[src/rtl/gzhp_pkg.sv]
// gzhp_pkg: shared types and constants for the gzip member header parser
// holds the item structs, status codes, phase encoding and parser state record
// no dependencies
package gzhp_pkg;

  // input item
  typedef struct packed {
    logic [7:0] data_byte;
    logic       end_of_block;
    logic       stream_start;
  } in_item_t;

  // result item
  typedef struct packed {
    logic [2:0] status;
    logic [7:0] out_byte;
  } out_item_t;

  localparam logic [2:0] ST_HEADER    = 3'd0;
  localparam logic [2:0] ST_HDR_DONE  = 3'd1;
  localparam logic [2:0] ST_PAYLOAD   = 3'd2;
  localparam logic [2:0] ST_BAD_MAGIC = 3'd3;
  localparam logic [2:0] ST_BAD_METH  = 3'd4;
  localparam logic [2:0] ST_TRUNC     = 3'd5;
  localparam logic [2:0] ST_RAW       = 3'd6;

  localparam logic [7:0] MAGIC0     = 8'h1f;
  localparam logic [7:0] MAGIC1     = 8'h8b;
  localparam logic [7:0] METHOD_DEF = 8'h08;
  localparam logic [7:0] FLG_RSVD   = 8'hE0;
  localparam int         FLG_HCRC   = 1;
  localparam int         FLG_EXTRA  = 2;
  localparam int         FLG_NAME   = 3;
  localparam int         FLG_CMNT   = 4;
  localparam logic [3:0] FIXED_LAST = 4'd9;

  typedef enum logic [8:0] {
    PH_FIXED   = 9'b000000001,
    PH_XLO     = 9'b000000010,
    PH_XHI     = 9'b000000100,
    PH_XDATA   = 9'b000001000,
    PH_NAME    = 9'b000010000,
    PH_COMMENT = 9'b000100000,
    PH_HCRC    = 9'b001000000,
    PH_PAYLOAD = 9'b010000000,
    PH_RAW     = 9'b100000000
  } phase_t;

  // sections still to skip, in header order
  typedef struct packed {
    logic hcrc;
    logic comment;
    logic name;
    logic extra;
  } sections_t;

  typedef struct packed {
    phase_t     phase;
    logic [3:0] fixed_count;
    sections_t  pending;
    logic [15:0] extra_remaining;
    logic       crc_bytes_seen;
  } pstate_t;

  localparam pstate_t PSTATE_RESET = '{
    phase:           PH_FIXED,
    fixed_count:     4'd0,
    pending:         '0,
    extra_remaining: 16'd0,
    crc_bytes_seen:  1'b0
  };

endpackage

[src/rtl/gzhp_step.sv]
// gzhp_step: next parser state and result for one byte
// purely combinational, sits between the input and result registers
// depends on gzhp_pkg
module gzhp_step (
  input  gzhp_pkg::pstate_t   cur,
  input  gzhp_pkg::in_item_t  item,
  output gzhp_pkg::pstate_t   nxt,
  output gzhp_pkg::out_item_t res
);

  gzhp_pkg::pstate_t s;
  gzhp_pkg::phase_t  adv_phase;
  gzhp_pkg::sections_t adv_pending;
  logic              adv_done;
  logic [2:0]        err;
  logic              has_err;
  logic              done;
  logic              strict;
  logic [15:0]       ext_full;
  logic [15:0]       ext_dec;
  logic              in_hdr;

  // restart takes effect on the byte that carries it
  assign s = item.stream_start ? gzhp_pkg::PSTATE_RESET : cur;

  assign ext_full = {item.data_byte, s.extra_remaining[7:0]};
  assign ext_dec  = s.extra_remaining - 16'd1;

  // next pending section
  always_comb begin
    adv_pending = s.pending;
    adv_done    = 1'b0;
    if (s.pending.extra) begin
      adv_pending.extra = 1'b0;
      adv_phase = gzhp_pkg::PH_XLO;
    end else if (s.pending.name) begin
      adv_pending.name = 1'b0;
      adv_phase = gzhp_pkg::PH_NAME;
    end else if (s.pending.comment) begin
      adv_pending.comment = 1'b0;
      adv_phase = gzhp_pkg::PH_COMMENT;
    end else if (s.pending.hcrc) begin
      adv_pending.hcrc = 1'b0;
      adv_phase = gzhp_pkg::PH_HCRC;
    end else begin
      adv_phase = gzhp_pkg::PH_PAYLOAD;
      adv_done  = 1'b1;
    end
  end

  always_comb begin
    logic take_adv;
    take_adv     = 1'b0;
    nxt          = s;
    res.status   = gzhp_pkg::ST_HEADER;
    res.out_byte = 8'd0;
    err          = gzhp_pkg::ST_HEADER;
    has_err      = 1'b0;
    strict       = 1'b0;

    unique case (s.phase)
      gzhp_pkg::PH_PAYLOAD: begin
        res.status   = gzhp_pkg::ST_PAYLOAD;
        res.out_byte = item.data_byte;
      end
      gzhp_pkg::PH_FIXED: begin
        if (s.fixed_count == 4'd0 && item.data_byte != gzhp_pkg::MAGIC0) begin
          has_err = 1'b1;
          err     = gzhp_pkg::ST_BAD_MAGIC;
        end else if (s.fixed_count == 4'd1 && item.data_byte != gzhp_pkg::MAGIC1) begin
          has_err = 1'b1;
          err     = gzhp_pkg::ST_BAD_MAGIC;
        end else if (s.fixed_count == 4'd2 && item.data_byte != gzhp_pkg::METHOD_DEF) begin
          has_err = 1'b1;
          err     = gzhp_pkg::ST_BAD_METH;
        end else if (s.fixed_count == 4'd3) begin
          if ((item.data_byte & gzhp_pkg::FLG_RSVD) != 8'd0) begin
            has_err = 1'b1;
            err     = gzhp_pkg::ST_BAD_METH;
          end else begin
            nxt.pending.extra   = item.data_byte[gzhp_pkg::FLG_EXTRA];
            nxt.pending.name    = item.data_byte[gzhp_pkg::FLG_NAME];
            nxt.pending.comment = item.data_byte[gzhp_pkg::FLG_CMNT];
            nxt.pending.hcrc    = item.data_byte[gzhp_pkg::FLG_HCRC];
          end
        end
        nxt.fixed_count = s.fixed_count + 4'd1;
        if (!has_err && s.fixed_count >= gzhp_pkg::FIXED_LAST) begin
          take_adv = 1'b1;
        end
      end
      gzhp_pkg::PH_XLO: begin
        nxt.extra_remaining = {8'd0, item.data_byte};
        nxt.phase           = gzhp_pkg::PH_XHI;
      end
      gzhp_pkg::PH_XHI: begin
        nxt.extra_remaining = ext_full;
        if (ext_full == 16'd0) begin
          take_adv = 1'b1;
        end else begin
          nxt.phase = gzhp_pkg::PH_XDATA;
        end
      end
      gzhp_pkg::PH_XDATA: begin
        nxt.extra_remaining = ext_dec;
        if (ext_dec == 16'd0) begin
          take_adv = 1'b1;
        end
      end
      gzhp_pkg::PH_NAME, gzhp_pkg::PH_COMMENT: begin
        strict = 1'b1;
        if (item.data_byte == 8'd0) begin
          take_adv = 1'b1;
        end
      end
      gzhp_pkg::PH_HCRC: begin
        if (!s.crc_bytes_seen) begin
          nxt.crc_bytes_seen = 1'b1;
        end else begin
          take_adv = 1'b1;
        end
      end
      default: begin
        res.status   = gzhp_pkg::ST_RAW;
        res.out_byte = item.data_byte;
      end
    endcase

    done = 1'b0;
    if (take_adv) begin
      nxt.phase   = adv_phase;
      nxt.pending = adv_pending;
      done        = adv_done;
      if (adv_phase == gzhp_pkg::PH_HCRC) begin
        nxt.crc_bytes_seen = 1'b0;
      end
    end

    in_hdr = (nxt.phase != gzhp_pkg::PH_PAYLOAD) && (nxt.phase != gzhp_pkg::PH_RAW);
    if (in_hdr) begin
      if (has_err) begin
        res.status = err;
        nxt.phase  = gzhp_pkg::PH_RAW;
      end else if (item.end_of_block) begin
        res.status = gzhp_pkg::ST_TRUNC;
        nxt.phase  = gzhp_pkg::PH_RAW;
      end else begin
        res.status = gzhp_pkg::ST_HEADER;
      end
    end else if (done) begin
      // a name or comment terminator on the block's last byte still truncates
      if (item.end_of_block && strict) begin
        res.status = gzhp_pkg::ST_TRUNC;
        nxt.phase  = gzhp_pkg::PH_RAW;
      end else begin
        res.status = gzhp_pkg::ST_HDR_DONE;
      end
    end
  end

endmodule

[src/rtl/gzip_header_parser_core.sv]
// gzip_header_parser_core: top level of the gzip member header parser
// input register, parser state, step logic and result register
// depends on gzhp_pkg and gzhp_step
//
// Takes one stream byte per item and returns one tagged result per item:
// header byte, header complete, payload, bad magic, bad method or flags,
// truncated, or raw. The pipeline is two registers deep (input register,
// then result register): an accepted item is held in the input register and
// its result is then registered in the result register, and one item per cycle
// is sustained while out_ready stays high.
// The rate is set by the single parser state register, which is updated
// once per byte as the item moves into the result register. in_ready
// follows out_ready combinationally through both stages.
module gzip_header_parser_core (
  input  logic                clk,
  input  logic                rst,
  input  logic                in_valid,
  output logic                in_ready,
  input  gzhp_pkg::in_item_t  in_data,
  output logic                out_valid,
  input  logic                out_ready,
  output gzhp_pkg::out_item_t out_data
);

  logic                s1_valid;
  gzhp_pkg::in_item_t  s1_item;
  logic                s1_advance;
  gzhp_pkg::pstate_t   state;
  gzhp_pkg::pstate_t   state_next;
  gzhp_pkg::out_item_t res;

  assign s1_advance = s1_valid && (!out_valid || out_ready);
  assign in_ready   = !s1_valid || s1_advance;

  gzhp_step u_step (
    .cur  (state),
    .item (s1_item),
    .nxt  (state_next),
    .res  (res)
  );

  always_ff @(posedge clk) begin
    if (rst) begin
      s1_valid  <= 1'b0;
      out_valid <= 1'b0;
      state     <= gzhp_pkg::PSTATE_RESET;
    end else begin
      if (in_ready) begin
        s1_valid <= in_valid;
      end
      if (s1_advance) begin
        out_valid <= 1'b1;
        state     <= state_next;
      end else if (out_ready) begin
        out_valid <= 1'b0;
      end
    end
  end

  // payload registers
  always_ff @(posedge clk) begin
    if (in_ready && in_valid) begin
      s1_item <= in_data;
    end
    if (s1_advance) begin
      out_data <= res;
    end
  end

  // a byte only passes through for payload and raw results
  a_byte_zero: assert property (@(posedge clk) disable iff (rst)
    out_valid |-> (out_data.out_byte == 8'd0 || out_data.status == gzhp_pkg::ST_PAYLOAD
                   || out_data.status == gzhp_pkg::ST_RAW))
    else $error("out_byte set on a header or error result");

  // an error result leaves the parser in raw
  a_err_raw: assert property (@(posedge clk) disable iff (rst)
    (s1_advance && (res.status == gzhp_pkg::ST_BAD_MAGIC || res.status == gzhp_pkg::ST_BAD_METH
                    || res.status == gzhp_pkg::ST_TRUNC))
    |=> (state.phase == gzhp_pkg::PH_RAW))
    else $error("parser not raw after an error");

  // parser state moves only with an item
  a_state_hold: assert property (@(posedge clk) disable iff (rst)
    !s1_advance |=> $stable(state))
    else $error("parser state changed without an item");

  // empty result register never blocks the input
  a_no_bubble: assert property (@(posedge clk) disable iff (rst)
    !out_valid |-> in_ready)
    else $error("input stalled with empty result register");

  // the fixed header never runs past its last byte
  a_fixed_range: assert property (@(posedge clk) disable iff (rst)
    (state.phase == gzhp_pkg::PH_FIXED) |-> (state.fixed_count <= gzhp_pkg::FIXED_LAST))
    else $error("fixed header count out of range");

endmodule
[config.mk]
export PLATFORM = sky130hd
export DESIGN_NAME = gzip_header_parser_core
export DESIGN_NICKNAME = d
export VERILOG_FILES = /design/src/rtl/gzhp_pkg.sv /design/src/rtl/gzhp_step.sv /design/src/rtl/gzip_header_parser_core.sv
export SDC_FILE = /design/constraint.sdc
export NUM_CORES = 1
export LEC_CHECK = 0
export ABC_AREA = 1
export BUFFER_PORTS_ARGS = -buffer_cell sky130_fd_sc_hd__buf_4
export CORE_ASPECT_RATIO = 0.6
export CORE_MARGIN = 2
export CORE_UTILIZATION = 60
export DETAILED_ROUTE_END_ITERATION = 12
export GPL_TIMING_DRIVEN = 0
export PLACE_DENSITY = 0.79
export SKIP_LAST_GASP = 1
export SLEW_MARGIN = 15
export SYNTH_ARGS = -nofsm -noshare
export SYNTH_HDL_FRONTEND = slang
export SYNTH_SLANG_ARGS = --single-unit
[constraint.sdc]
create_clock -name clk -period 3.1 [get_ports clk]
set_clock_uncertainty 0.05 [all_clocks]
set_input_delay 0.155 -clock clk [delete_from_list [all_inputs] [get_ports clk]]
set_output_delay 0.155 -clock clk [all_outputs]
set_load 0.01 [all_outputs]
==> summary.txt <==
Timing
  • Worst slew margin: 53.6%
  • Max-slew violation total from the final report: 0
  • Final period util: 99.4%
  • Endpoints failing setup: 0
  • Fin Setup TNS: 0 ns
  • Worst hold slack: 0.0245 ns
  • Worst-margin pin slew: 0.696 ns
  • Final min period: 3.08 ns
  • Count of final hold-check violations: 0
  • Fmax: 325 MHz

Global routing
  • Initial antenna violation count: 0
  • Total GRT Usage: 37.8%
  • Overflow after GRT: 0
  • Largest net degree at the start of global routing: 21
  • First-pass GRT wire length: 21800 um
  • Vias in the first global route: 4205

Clocking
  • Longest Clk Path Bufs: 2
  • CTS Sinks: 57
  • Clock transition at path regs: 0.06 ns
  • Clock Tree Root: clkbuf_16
  • Worst-Skew Late Latency: 0.34 ns
  • Cts bufs inserted: 9
  • CTS HTree Levels: 3
  • CTS tree: done

Setup path
  • CP delay by family, top: simple AND/OR/NAND/NOR gates
  • Crit-path max FO: 5
  • Worst-path cell chain: inv_4 -> buf_6 -> buf_12 -> o21ai_2 -> nand2_2 -> nor2_4 -> nand3_2 -> nand2_2 -> nand3_1 -> nor2_1 -> nand3_4 -> nand3_2 -> nand2_1 -> inv_2 -> nand2_1 -> nor2_2 -> nand2_2 -> o211ai_1 -> nand2_1
  • Worst setup EP type: flop
  • WP depth: 19
  • Worst Path Required: 3.13 ns
  • Data arrival, critical path: 3.12 ns
  • Worst R2R Path Depth: 19
  • Worst Path Buf+Inv: 4
  • Slowest stage delay, CP: 0.42 ns
  • Critical path's slowest cell: edfxtp_1
  • R2r setup slk: 0.02 ns
  • CP Launch Type: flop
  • Setup CP Type: reg -> reg
  • End of the worst register-to-register path: out_data[10]
  • R2R Path Start: s1_item[0]

Worst hold path
  • Min-delay src: rst
  • Hold path cells: 3
  • Hold endpoint: state[25]
  • Worst hold path type: in -> reg

Placed design
  • Buffers on Ports: 26
  • Final HPWL DP: 10100 um
  • GP Congestion: 0.998
  • Dpl cells: 736

Logic synthesis
  • Sequential area share after synthesis: 32.4%
  • Syn Nets: 645
  • Post-synth ARST share: 0%
  • Prevailing post-synth register cell: dfxtp_1
  • Count of cell types in the netlist: 45
  • Yosys reg bits: 57
  • Cells after Synth: 623
  • Synthesized cell area: 4170 sq um
  • Synth area leaders: dfxtp_1, edfxtp_1, nand2_1
  • Yosys warning total: 0
  • Post-synth top area share: 17.3%
  • Synthesized area per cell: 6.70 sq um
  • EDFF count, synth: 21
  • Post-synth top area cell: dfxtp_1

Route
  • Final wirelength: 14400 um
  • Avg WL per Cell: 18.7 um
  • DRC: 0
  • Vias per cell: 6.17
  • 1st-iter DRT viols: 615
  • Vias: 4757
  • Drt first pass iters: 7
  • Post-route ant nets: 0

Floorplan
  • Die Span Y: 68.6 um
  • DIE WIDTH: 112 um
  • Initial Utilization: 62.2%
  • Die ar.: 7660 sq um
  • Num rows: 23
  • Ports: 27
  • Core Region: 6710 sq um

Power and ir drop
  • Worst IR Drop VDD: 0.380 mV
  • Overall power: 0.00239 W
  • Pleak: 2.32 nW
  • Cell Pwr Density: 467 nW/um^2

Finish
  • Layout area overhead: 22.8%
  • Layout cells sized above 1: 19.0%
  • Nets: 701
  • Most common cell after layout, fill and taps aside: nand2_1
  • Fillcell total: 512
  • Most frequent cells in the layout: nand2_1, inv_1, nor2_1, nand3_1, a21oi_1
  • Final Instance Count excl. Fillers: 771
  • N_diodes: 0

Run
  • Max_cap viols: 0

Status
  • Status: completed
## metal layers
metal  wire [um]  track usage [%]
met1        6100             53.9
met2        5780             54.2
met3        2160             12.4
met4         343             11.9
met5           0                0
## per-stage QoR
step	setup WS (ns)	utilization (%)	instance area, sq um
after floorplan	0.503	-	4170
after CTS	0.00131	73.4	4920
after global placement	-0.125	66.8	4480
final	0.0184	76.4	5120
after detailed placement	-0.130	66.8	4480
after global routing	-0.0813	76.4	5120
## tightest hold or removal path, delay by kind of cell
family | cells | cell delay (ns)
buffers and inverters | 1 | 0.12
AO/OA/AOI/OAI | 2 | 0.11
## how the worst max path moves through the flow
stage,startpoint,slack [ns],endpoint
floorplan,s1_item[0],0.50,out_data[10]
global placement,s1_item[0],-0.13,out_data[10]
detailed placement,s1_item[0],-0.13,out_data[10]
CTS,s1_item[0],0.001,out_data[10]
global route,s1_item[0],-0.08,out_data[10]
finish,s1_item[0],0.02,out_data[10]
## flip-flops by register name (all words and copies together), names as in the netlist
signal	cells
out_data	11
s1_valid	1
s1_item	10
state	34
out_valid	1
## report_power, final
| group | internal, W | switching [W] | total (W) | leakage (nW) |
|---|---|---|---|---|
| clock | 0.000702 | 0.000379 | 0.00108 | 0.153 |
| combinational | 0.000153 | 0.000314 | 0.000467 | 1.67 |
| sequential | 0.000813 | 0.0000312 | 0.000844 | 0.497 |
## synth_stat cells, types with 2 or more instances
library cell  number
a21oi_1           41
a221oi_1           7
a31oi_1            2
a41oi_1            2
buf_2              5
buf_6              2
clkbuf_1          10
dfxtp_1           36
edfxtp_1          21
ha_1               8
inv_1             73
inv_2              5
nand2_1          161
nand2_2            9
nand2_4            5
nand3_1           50
nand3_2            6
nand4_1           11
nor2_1            69
nor2_2            10
nor2_4             3
nor3_1            10
nor4_1             3
o211ai_1          13
o21ai_0           25
o21ai_1            8
o21ai_2            2
o21ai_4            2
o21bai_1           2
o221ai_1           7
## cell families after synthesis
| kind of cell | after synthesis | synth area share [%] |
|---|---|---|
| and+or+nand+nor | 345 | 38.4 |
| AOI/OAI and AO/OA | 115 | 17.1 |
| buffers and inverters | 98 | 9.66 |
| DFF | 57 | 32.4 |
| adders and majority gates | 8 | 2.40 |
## area by class of cell
class                      instances  area, sq um  share of cell area [%]
inverter                          80          303                    5.91
timing repair buffer              45          384                    7.50
multi-input combinational        468         2540                    49.6
tap                               87          109                    2.12
sequential                        57         1350                    26.4
clock inverter                     7         93.8                    1.83
clock buffer                       9          225                    4.40
buffer                            18          114                    2.22
## repair_timing
| item | 4_1_cts | 5_1_grt |
|---|---|---|
| gates resized for setup | 3 | 37 |
| buffers inserted | 2 | 6 |
| hold buffers | 10 | 0 |
| gates cloned | 0 | 1 |
| pin swaps | 0 | 13 |
| setup endpoints to repair | 4 | 7 |
| hold endpoints to repair | 10 | 0 |
No activity file was read; power rests on OpenSTA's default activity.
